--- src/design/mtbs_pkg.sv ---
// mtbs_pkg: constants, types and helper functions for the three-band splitter
// depends on nothing; used by mtbs_regs and multirate_three_band_splitter
`default_nettype none
package mtbs_pkg;

	localparam int FACTOR     = 4;
	localparam int DEC_HALF   = 13;
	localparam int KER_HALF   = 96;
	localparam int INT_TAPS   = 7;
	localparam int BANK_SIZE  = 48;
	localparam int CHANNELS   = 2;

	localparam int IN_LEN     = 2 * DEC_HALF + 1;
	localparam int DEC_LEN    = 2 * KER_HALF + 1;
	localparam int KTAPS      = KER_HALF + 1;
	localparam int DLY_LEN    = 2 * DEC_HALF + FACTOR * KER_HALF;
	localparam int DEC_COEFS  = DEC_HALF + 1;
	localparam int INT_COEFS  = FACTOR * INT_TAPS;
	localparam int BANK_COEFS = BANK_SIZE * KTAPS;

	// history memory layout, one block per channel
	localparam int H_IN       = 0;
	localparam int H_DEC      = H_IN + IN_LEN;
	localparam int H_LOW      = H_DEC + DEC_LEN;
	localparam int H_CHR      = H_LOW + INT_TAPS;
	localparam int H_DLY      = H_CHR + INT_TAPS;
	localparam int CH_SPAN    = H_DLY + DLY_LEN;
	localparam int HIST_DEPTH = CHANNELS * CH_SPAN;
	localparam int HA_W       = $clog2(HIST_DEPTH);

	// coefficient memory layout
	localparam int C_DEC      = 0;
	localparam int C_INT      = C_DEC + DEC_COEFS;
	localparam int C_BANK     = C_INT + INT_COEFS;
	localparam int C_CHR      = C_BANK + BANK_COEFS;
	localparam int COEF_DEPTH = C_CHR + KTAPS;
	localparam int CA_W       = $clog2(COEF_DEPTH);

	localparam int IP_W  = $clog2(IN_LEN);
	localparam int DP_W  = $clog2(DEC_LEN);
	localparam int TP_W  = $clog2(INT_TAPS);
	localparam int LP_W  = $clog2(DLY_LEN);
	localparam int PH_W  = $clog2(FACTOR);
	localparam int TAP_W = $clog2(KTAPS);
	localparam int ACC_W = 60;
	localparam int PA_W  = 3;

	localparam int POS_MAX = (BANK_SIZE - 1) * 256;
	localparam int BI_MAX  = BANK_SIZE - 2;

	localparam logic signed [ACC_W-1:0] S24_MAX = ACC_W'(8388607);
	localparam logic signed [ACC_W-1:0] S24_MIN = -ACC_W'(8388608);

	typedef enum logic [1:0] {
		TS_DEC  = 2'd0,
		TS_INT  = 2'd1,
		TS_BANK = 2'd2,
		TS_CHR  = 2'd3
	} tsel_t;

	typedef enum logic {
		KIND_AUDIO = 1'b0,
		KIND_COEF  = 1'b1
	} kind_t;

	typedef enum logic {
		REG_CH_COUNT = 1'b0,
		REG_XOVER    = 1'b1
	} reg_idx_t;

	typedef enum logic [3:0] {
		ST_CLEAR,
		ST_IDLE,
		ST_DEC_RD,
		ST_DEC_MAC,
		ST_DEC_END,
		ST_KER_RD,
		ST_KER_BL,
		ST_KER_MAC,
		ST_KER_END,
		ST_KER_END2,
		ST_INT_RD,
		ST_INT_MAC,
		ST_INT_END,
		ST_DLY,
		ST_DONE
	} state_t;

	typedef struct packed {
		logic [1:0]  channel_count;
		logic [13:0] crossover_position;
	} cfg_t;

	function automatic int wrap_add(input int a, input int b, input int len);
		int s;
		s = a + b;
		return (s >= len) ? s - len : s;
	endfunction

	function automatic int ring_back(input int pos, input int len);
		return (pos == 0) ? len - 1 : pos - 1;
	endfunction

	function automatic logic signed [23:0] sat24(input logic signed [ACC_W-1:0] v);
		if (v > S24_MAX)
			return 24'sh7fffff;
		else if (v < S24_MIN)
			return 24'sh800000;
		return v[23:0];
	endfunction

	function automatic logic signed [23:0] round_sat16(input logic signed [ACC_W-1:0] v);
		logic signed [ACC_W-1:0] t;
		t = (v + (ACC_W'(1) <<< 15)) >>> 16;
		return sat24(t);
	endfunction

	function automatic logic signed [23:0] round_sat24(input logic signed [ACC_W-1:0] v);
		logic signed [ACC_W-1:0] t;
		t = (v + (ACC_W'(1) <<< 23)) >>> 24;
		return sat24(t);
	endfunction

endpackage
`default_nettype wire

--- src/design/mtbs_regs.sv ---
// mtbs_regs: configuration register file behind an apb-style port
// depends on mtbs_pkg
`default_nettype none
module mtbs_regs (
	input  wire logic                    clk,
	input  wire logic                    arst_n,
	input  wire logic                    psel,
	input  wire logic                    penable,
	input  wire logic                    pwrite,
	input  wire logic [mtbs_pkg::PA_W-1:0] paddr,
	input  wire logic [31:0]             pwdata,
	output logic      [31:0]             prdata,
	output logic                         pready,
	output mtbs_pkg::cfg_t               cfg
);

	mtbs_pkg::cfg_t     cfg_q;
	mtbs_pkg::reg_idx_t idx;
	logic               wr_en;

	assign idx    = mtbs_pkg::reg_idx_t'(paddr[2]);
	assign wr_en  = psel && penable && pwrite;
	assign pready = 1'b1;
	assign cfg    = cfg_q;

	always_ff @(posedge clk or negedge arst_n) begin
		if (!arst_n) begin
			cfg_q.channel_count      <= 2'd1;
			cfg_q.crossover_position <= '0;
		end else if (wr_en) begin
			case (idx)
				mtbs_pkg::REG_CH_COUNT: cfg_q.channel_count      <= pwdata[1:0];
				mtbs_pkg::REG_XOVER:    cfg_q.crossover_position <= pwdata[13:0];
				default: ;
			endcase
		end
	end

	always_comb begin
		case (idx)
			mtbs_pkg::REG_CH_COUNT: prdata = {30'd0, cfg_q.channel_count};
			mtbs_pkg::REG_XOVER:    prdata = {18'd0, cfg_q.crossover_position};
			default:                prdata = '0;
		endcase
	end

endmodule
`default_nettype wire

--- config.mk ---
export PLATFORM = sky130hd
export DESIGN_NAME = mtbs_regs
export DESIGN_NICKNAME = d
export VERILOG_FILES = /design/src/design/mtbs_pkg.sv /design/src/design/mtbs_regs.sv
export SDC_FILE = /design/constraint.sdc
export NUM_CORES = 1
export LEC_CHECK = 0
export ABC_CLOCK_PERIOD_IN_PS = 1100
export BUFFER_PORTS_ARGS = -buffer_cell sky130_fd_sc_hd__buf_2
export CAP_MARGIN = 0
export CORE_AREA = 2 2 55 57
export CTS_BUF_LIST = sky130_fd_sc_hd__clkbuf_4 sky130_fd_sc_hd__clkbuf_8 sky130_fd_sc_hd__clkbuf_16
export DETAILED_ROUTE_END_ITERATION = 6
export DIE_AREA = 0 0 57 59
export GPL_TIMING_DRIVEN = 0
export PLACE_DENSITY = 0.84
export RECOVER_POWER = 25
export SLEW_MARGIN = 20
export SYNTH_ARGS = -nofsm -noshare
export SYNTH_HDL_FRONTEND = slang
export SYNTH_SLANG_ARGS = --single-unit
export TNS_END_PERCENT = 30
--- constraint.sdc ---
create_clock -name clk -period 1.1 [get_ports clk]
set_clock_uncertainty 0.1 [all_clocks]
set_input_delay 0.11 -clock clk [delete_from_list [all_inputs] [get_ports clk]]
set_output_delay 0.11 -clock clk [all_outputs]
set_load 0.005 [all_outputs]
### Word-level counts from Yosys, hierarchy flattened

Index checks and enable logic that the tools add are counted.

| storage, ports and cells | value |
|---|---|
| word-level logic and storage cells | 8 |
| bits of input ports | 40 |
| register bits after elaboration | 16 |
| output and inout port bits | 49 |

| cells by class | value |
|---|---|
| reductions and logical operators | 4 |
| muxes and demuxes | 1 |
| bitwise operators | 1 |

Operator list:

| operator | number |
|---|---|
| 32-bit one-hot mux with 2 select lines | 1 |
| 2-bit AND reduction | 2 |
| 1-bit logical AND | 2 |
| 1-bit NOT | 1 |

### Depth between registers and ports, before layout

Gate-level depths: netlist of the first run.

| depth | value |
|---|---|
| word-level depth | 3 |
| mapped depth | 3 |
| mapped depth without buffers | 2 |

### Worst setup path before layout of the first run

OpenSTA, ideal clock, no wires.

| timing | value |
|---|---|
| kind | input -> register |
| start | input pwrite |
| end | register cfg_q, in the netlist cfg[0] |
| library setup time | 125 ps |
| data arrival time | 691 ps |
| buffers on the path | 1 |
| cell stages on the path | 3 |
| path slack | 184 ps |
| path through | nand4_4 > buf_6 > mux2_4 |

| on the way | value |
|---|---|
| word-level cells in the longest chain between the ends | 2 |

Ends and longest elaborated chain:

| element | RTL line | RTL |
|---|---|---|
| start: declaration | mtbs_regs.sv:9 | `input wire logic pwrite,` |
| 1-bit logical AND | mtbs_regs.sv:22 | `assign wr_en = psel && penable && pwrite;` |
| 2-bit AND reduction (no line) | n/a |  |
| end: declaration | mtbs_regs.sv:17 | `mtbs_pkg::cfg_t cfg_q;` |

No other way between the ends.
A chain may end at the register's enable or synchronous reset.

### Final worst setup path of the first run

| timing | value |
|---|---|
| start | register cfg_q, in the netlist cfg[15] |
| end | output prdata[1] |

| on the way | value |
|---|---|
| word-level cells in the longest chain between the ends | 1 |

Ends and longest elaborated chain:

| element | RTL line | RTL |
|---|---|---|
| 32-bit one-hot mux with 2 select lines | mtbs_regs.sv:40 | `case (idx)` |
| end: declaration | mtbs_regs.sv:12 | `output logic [31:0] prdata,` |

No other way between the ends. The select of a mux whose other input is x is not followed.

==> results of run 1 <==
## tightest hold or removal path: stages
cell and delay [ns]:
buf_2 0.12, nand4_4 0.11, mux2_2 0.15
## cells in the mapped netlist
| cell type | n | area share [%] |
|---|---|---|
| and2_1 | 12 | 8.2 |
| buf_4 | 19 | 16 |
| buf_6 | 1 | 1.2 |
| clkbuf_1 | 1 | 0.41 |
| conb_1 | 2 | 0.82 |
| dfrtp_1 | 15 | 41 |
| dfstp_2 | 1 | 2.9 |
| mux2_2 | 8 | 9.9 |
| mux2_4 | 10 | 16 |
| nand4_4 | 1 | 2.3 |
| nand4b_1 | 1 | 0.96 |
## per-stage QoR
stage | worst slack, ns | power, mW | TNS [ns] | cells
after global routing | -0.224 | 2.09 | -1.78 | 193
after floorplan | 0.184 | 1.14 | 0 | 88
final | -0.186 | 1.97 | -1.13 | 193
after global placement | -0.0337 | 1.41 | -0.336 | 168
after CTS | -0.180 | 1.90 | -1.14 | 190
after detailed placement | -0.0533 | 1.44 | -0.806 | 168
## routing by layer
layer  track usage, %  share of wire (%)  up-vias
met2             29.2                 53       52
met1             15.9                 36      385
li1                 -                  -      377
met5                0                  0        -
met4             5.32                2.0        0
met3             3.71                9.6        4
## logic make-up (layout without fill, tap and decap cells)
| logic type | Yosys count | in the layout | synth area share, % |
|---|---|---|---|
| other | 2 | 19 | 0.823 |
| buffers and inverters | 21 | 95 | 17.3 |
| multiplexers | 18 | 18 | 26.3 |
| AND/OR/NAND/NOR | 14 | 14 | 11.5 |
| flip-flops | 16 | 16 | 44.0 |
## final cells by class
type	instances	area [µm²]	share of cell area [%]
Buffer	21	159	10.4
Tap cell	31	38.8	2.53
Sequential cell	16	402	26.2
Multi-Input combinational cell	51	429	28.0
Timing Repair Buffer	70	475	31.0
Clock buffer	4	30.0	1.96
## timing repair
item                       4_1_cts  5_1_grt
buffers inserted                 3        3
pin swaps                       11        0
hold buffers                    15        0
setup endpoints to repair       15       17
hold endpoints to repair        32        0
gates resized for setup          5        6
## power by group through the flow
| stage | registers (mW) | logic (mW) | clock network [mW] |
|---|---|---|---|
| after floorplan | 0.827 | 0.311 | 0 |
| after global placement | 0.815 | 0.591 | 0 |
| after detailed placement | 0.828 | 0.608 | 0 |
| after CTS | 0.814 | 0.726 | 0.356 |
| after global routing | 0.840 | 0.886 | 0.367 |
| final | 0.820 | 0.814 | 0.340 |
## layout by cell type, fill, tap and decap left out
| master | netlist | final |
|---|---|---|
| mux2_2 | 8 | 6 |
| dfrtp_1 | 15 | 15 |
| dlygate4sd3_1 | 0 | 15 |
| nand4_4 | 1 | 1 |
| mux2_4 | 10 | 12 |
| dfstp_2 | 1 | 1 |
| clkbuf_2 | 0 | 2 |
| buf_4 | 19 | 24 |
| buf_2 | 0 | 43 |
| and2_4 | 0 | 2 |
| nand4b_1 | 1 | 1 |
| clkbuf_4 | 0 | 4 |
| buf_6 | 1 | 7 |
| conb_1 | 2 | 19 |
| and2_1 | 12 | 10 |
## final timing paths
kind | from | to | slack, ns | depth (start not counted)
worst max register to register | cfg[4] | cfg[4] | 0.10 | 2
min in group asynchronous | arst_n | cfg[6] | 0.18 | 2
max in group asynchronous | arst_n | cfg[14] | 0.39 | 2
worst max-delay path | cfg[15] | prdata[1] | -0.19 | 2
worst min-delay path | penable | cfg[11] | 0.14 | 3
worst min register to register | cfg[5] | cfg[5] | 0.44 | 1
==> out/qor.csv, run 1 <==
stage,metric,value,unit
pwr,powerDensity,1290,nW/µm²
clock_network,cts_root_buffer,clkbuf_4,
die,dieArea,3360,µm²
routing,drc_errors,0,
global_routing,grt_remaining_overflow,0,
setup_path,critPathKind,flip-flop to output port,
placement,placed_area,1260,µm²
routing,viasPerCell,4.24,
clock_network,cts_tree,done,
setup_path,endpoint_kind,output port,
timing,finalMaxSlewViolations,0,
routing,wl_per_cell,13.2,µm
pwr,p_leak,0.871,nW
layout,diodes,0,
placement,place.port_buffers,49,
routing,drt_iter0_drc,11,
layout,layout.nets,203,
pwr,clockPowerShare,17.2,%
die,fp.coreArea,2710,µm²
setup_path,crit_chain,mux2_4 > buf_2,
setup_path,critPathLaunchType,flip-flop,
pwr,power_frac_seq,41.5,%
logic_synthesis,avgSynthCellArea,12.8,µm²
die,io_pins,89,
status,status,"complete, but fails checks",
layout,stdcell_area,1530,µm²
layout,largest_reg_flops,16,
die,start_util,33.7,%
timing,setup_viol,19,
setup_path,cp_max_fo,3,
timing,rsz0062_at_grt,yes,
clock_network,insertion_delay,0.27,ns
logic_synthesis,yosysUniqueCellTypes,11,
logic_synthesis,synthCells,71,
setup_path,slowest_delay,0.41,ns
global_routing,grt_usage,15.1,%
layout,drive_above_1_share,63.0,%
die,fp.dieH,59,µm
pwr,switching_share,27.5,%
setup_path,path_delay_family,flip-flops,
setup_path,timing.critical_path.buf_inv,1,
layout,utilization,56.6,%
global_routing,antenna_found_initial,0,
timing,post-route-min-period,1.29,ns
clock_network,clkTransAtPathRegs,0.10,ns
logic_synthesis,yosysSeqAreaShare,44.0,%
die,dieWidth,57,µm
placement,gp_congestion,0.709,
routing,postRouteAntennaNets,0,
global_routing,grt_max_degree,17,
setup_path,critPathSlowestCell,dfrtp_1,
routing,wirelength,2550,µm
routing,vias,818,
setup_path,cp_data_required_time,0.89,ns
pwr,combPwrFrac,41.3,%
layout,syn_to_final_growth,68.2,%
pwr,p_int,1.43,mW
run,drv_cap,0,
clock_network,cts_buffers,3,
die,rows,19,
status,failed_checks,negative setup slack,
layout,fillers,235,
global_routing,grt_pass1_vias,829,
timing,layout_setup_ws,-0.186,ns
setup_path,critical_path_arrival,1.08,ns
logic_synthesis,ys_ff_latch,16,
timing,final_hold_viol_count,0,
clock_network,htreeDepth,1,
timing,timing.fmax,0.778,GHz
timing,whs,0.143,ns
pwr,p_sw,0.544,mW
worst_hold_path,min_path_type,primary input to flip-flop,
clock_network,clock_sinks,16,
pwr,ir_worst_vdd,946,µV
logic_synthesis,synth_area,912,µm²
logic_synthesis,yosys_warnings,0,
clock_network,cts_buffer_depth,2,
timing,min_period_over_period,117,%
routing,firstDrtPassIters,4,
global_routing,grt_pass1_wl,3910,µm
(Power assumes the default switching activity.)
==> run 2: changes to the inputs <==
--- a/config.mk
+++ b/config.mk
@@ -13,7 +13,7 @@
 export DETAILED_ROUTE_END_ITERATION = 6
 export DIE_AREA = 0 0 57 59
 export GPL_TIMING_DRIVEN = 0
-export PLACE_DENSITY = 0.84
+export PLACE_DENSITY_LB_ADDON = 0.2
 export RECOVER_POWER = 25
 export SLEW_MARGIN = 20
 export SYNTH_ARGS = -nofsm -noshare
==> out/qor.csv, run 2 (synthesis results as in run 1) <==
stage,metric,value,unit,change
status,status,"complete, but fails checks",,
status,failed_checks,negative setup slack,,
clock_network,clock_sinks,16,,unchanged
global_routing,grt_remaining_overflow,0,,unchanged
layout,final_cell_mix,"43 x buf_2, 27 x buf_4, 19 x conb_1, 15 x dfrtp_1, 15 x dlygate4sd3_1",,
clock_network,cts_root_buffer,clkbuf_4,,
placement,placed_area,1260,µm²,unchanged
clock_network,cts_tree,done,,
placement,hpwl,1430,µm,
setup_path,cp_max_fo,2,,-1
placement,place.port_buffers,49,,unchanged
timing,finalMaxSlewViolations,0,,unchanged
clock_network,cts_buffer_depth,2,,unchanged
routing,drt_iter0_drc,9,,-2
clock_network,htreeDepth,1,,unchanged
pwr,ir_worst_vdd,1020,µV,+8.0%
routing,wl_per_cell,10.3,µm,-22%
pwr,p_leak,0.879,nW,+0.86%
clock_network,insertion_delay,0.27,ns,about the same
setup_path,critPathLaunchType,flip-flop,,
routing,drc_errors,0,,unchanged
routing,firstDrtPassIters,4,,unchanged
setup_path,critical_path_arrival,1.05,ns,-0.03 ns
global_routing,antenna_found_initial,0,,unchanged
timing,min_period_over_period,115,%,-2.0 points
global_routing,grt_pass1_vias,690,,-17%
layout,stdcell_area,1540,µm²,+0.57%
placement,gp_congestion,0.583,,-18%
layout,layout.nets,205,,+0.99%
global_routing,grt_pass1_wl,2970,µm,-24%
global_routing,grt_usage,11.3,%,-3.8 points
die,fp.coreArea,2710,µm²,unchanged
timing,final_hold_viol_count,0,,unchanged
die,fp.dieH,59,µm,unchanged
layout,drive_above_1_share,62.8,%,-0.16 points
clock_network,clkTransAtPathRegs,0.09,ns,about the same
routing,wirelength,2010,µm,-21%
layout,layout_commonest_cell,buf_2,,
timing,rsz0062_at_grt,yes,,
routing,vias,769,,-6.0%
placement,dp.cells,168,,unchanged
pwr,p_total,1.95,mW,-1.3%
die,io_pins,89,,unchanged
layout,largest_reg_flops,16,,unchanged
layout,utilization,56.9,%,+0.32 points
timing,setup-tns-final,-0.879,ns,+0.254 ns
timing,layout_setup_ws,-0.164,ns,+0.0221 ns
die,dieArea,3360,µm²,unchanged
routing,postRouteAntennaNets,0,,unchanged
setup_path,critPathKind,flip-flop to output port,,
pwr,powerDensity,1260,nW/µm²,-1.9%
setup_path,cp_data_required_time,0.89,ns,about the same
die,dieWidth,57,µm,unchanged
setup_path,endpoint_kind,output port,,
layout,diodes,0,,unchanged
die,rows,19,,unchanged
global_routing,grt_max_degree,17,,unchanged
routing,viasPerCell,3.94,,-7.0%
layout,fin_cells,195,,+1.0%
run,drv_cap,0,,unchanged
timing,setup_viol,22,,+3
layout,syn_to_final_growth,69.1,%,
timing,timing.fmax,0.791,GHz,+1.7%
worst_hold_path,min_path_type,primary input to flip-flop,,
clock_network,cts_buffers,3,,unchanged
die,start_util,33.7,%,unchanged
timing,post-route-min-period,1.26,ns,-0.0221 ns
[run 2: path summary, 6_finish.rpt]
check                      startpoint         to  slack [ns]  cells past startpoint
min in group asynchronous      arst_n    cfg[13]        0.17                      2
max                            cfg[1]  prdata[1]       -0.16                      2
min reg2reg                    cfg[9]     cfg[9]        0.43                      1
min                           penable    cfg[11]        0.15                      3
max reg2reg                    cfg[6]     cfg[6]        0.11                      2
max in group asynchronous      arst_n    cfg[14]        0.41                      2
[run 2: report_power, final]
| group | total (mW) | internal, mW | switching (mW) |
|---|---|---|---|
| Sequential | 0.801 | 0.723 | 0.0774 |
| Clock | 0.336 | 0.165 | 0.171 |
| Combinational | 0.812 | 0.556 | 0.256 |
| Total | 1.95 | 1.44 | 0.504 |
[run 2: layout make-up]
| class | count | area, µm² |
|---|---|---|
| buffer | 21 | 159 |
| clock buffer | 4 | 30.0 |
| fill | 250 | 1170 |
| multi-input combinational | 51 | 427 |
| sequential | 16 | 402 |
| tap | 31 | 38.8 |
| timing repair buffer | 72 | 487 |
[run 2: critical path, cell delays in order, from the launching register on]
cell and delay [ns]:
dfrtp_1 0.40, mux2_4 0.27, buf_6 0.12
[run 2: per-stage QoR]
stage | hold WS [ns] | setup slack (ns)
after floorplan | -0.286 | 0.184
after global placement | -0.0560 | -0.0656
after detailed placement | -0.0541 | -0.0833
after CTS | 0.148 | -0.166
after global routing | 0.161 | -0.205
final | 0.155 | -0.164
[run 2: per-layer routing]
metal	up-vias	share of wire, %	GRT usage (%)
met5	-	0	0
met4	0	0	3.99
met3	0	7.4	1.31
met2	40	51	20.9
met1	345	41	13.7
li1	384	-	-
[run 2: repair_timing]
| action | 4_1_cts | 5_1_grt |
|---|---|---|
| cloned | 0 | 0 |
| setup buffers | 5 | 3 |
| hold buffers | 15 | 0 |
| gates resized for setup | 3 | 6 |
| pin swaps | 9 | 0 |
| endpoints found under the setup margin | 15 | 20 |
| hold endpoints to repair | 32 | 0 |
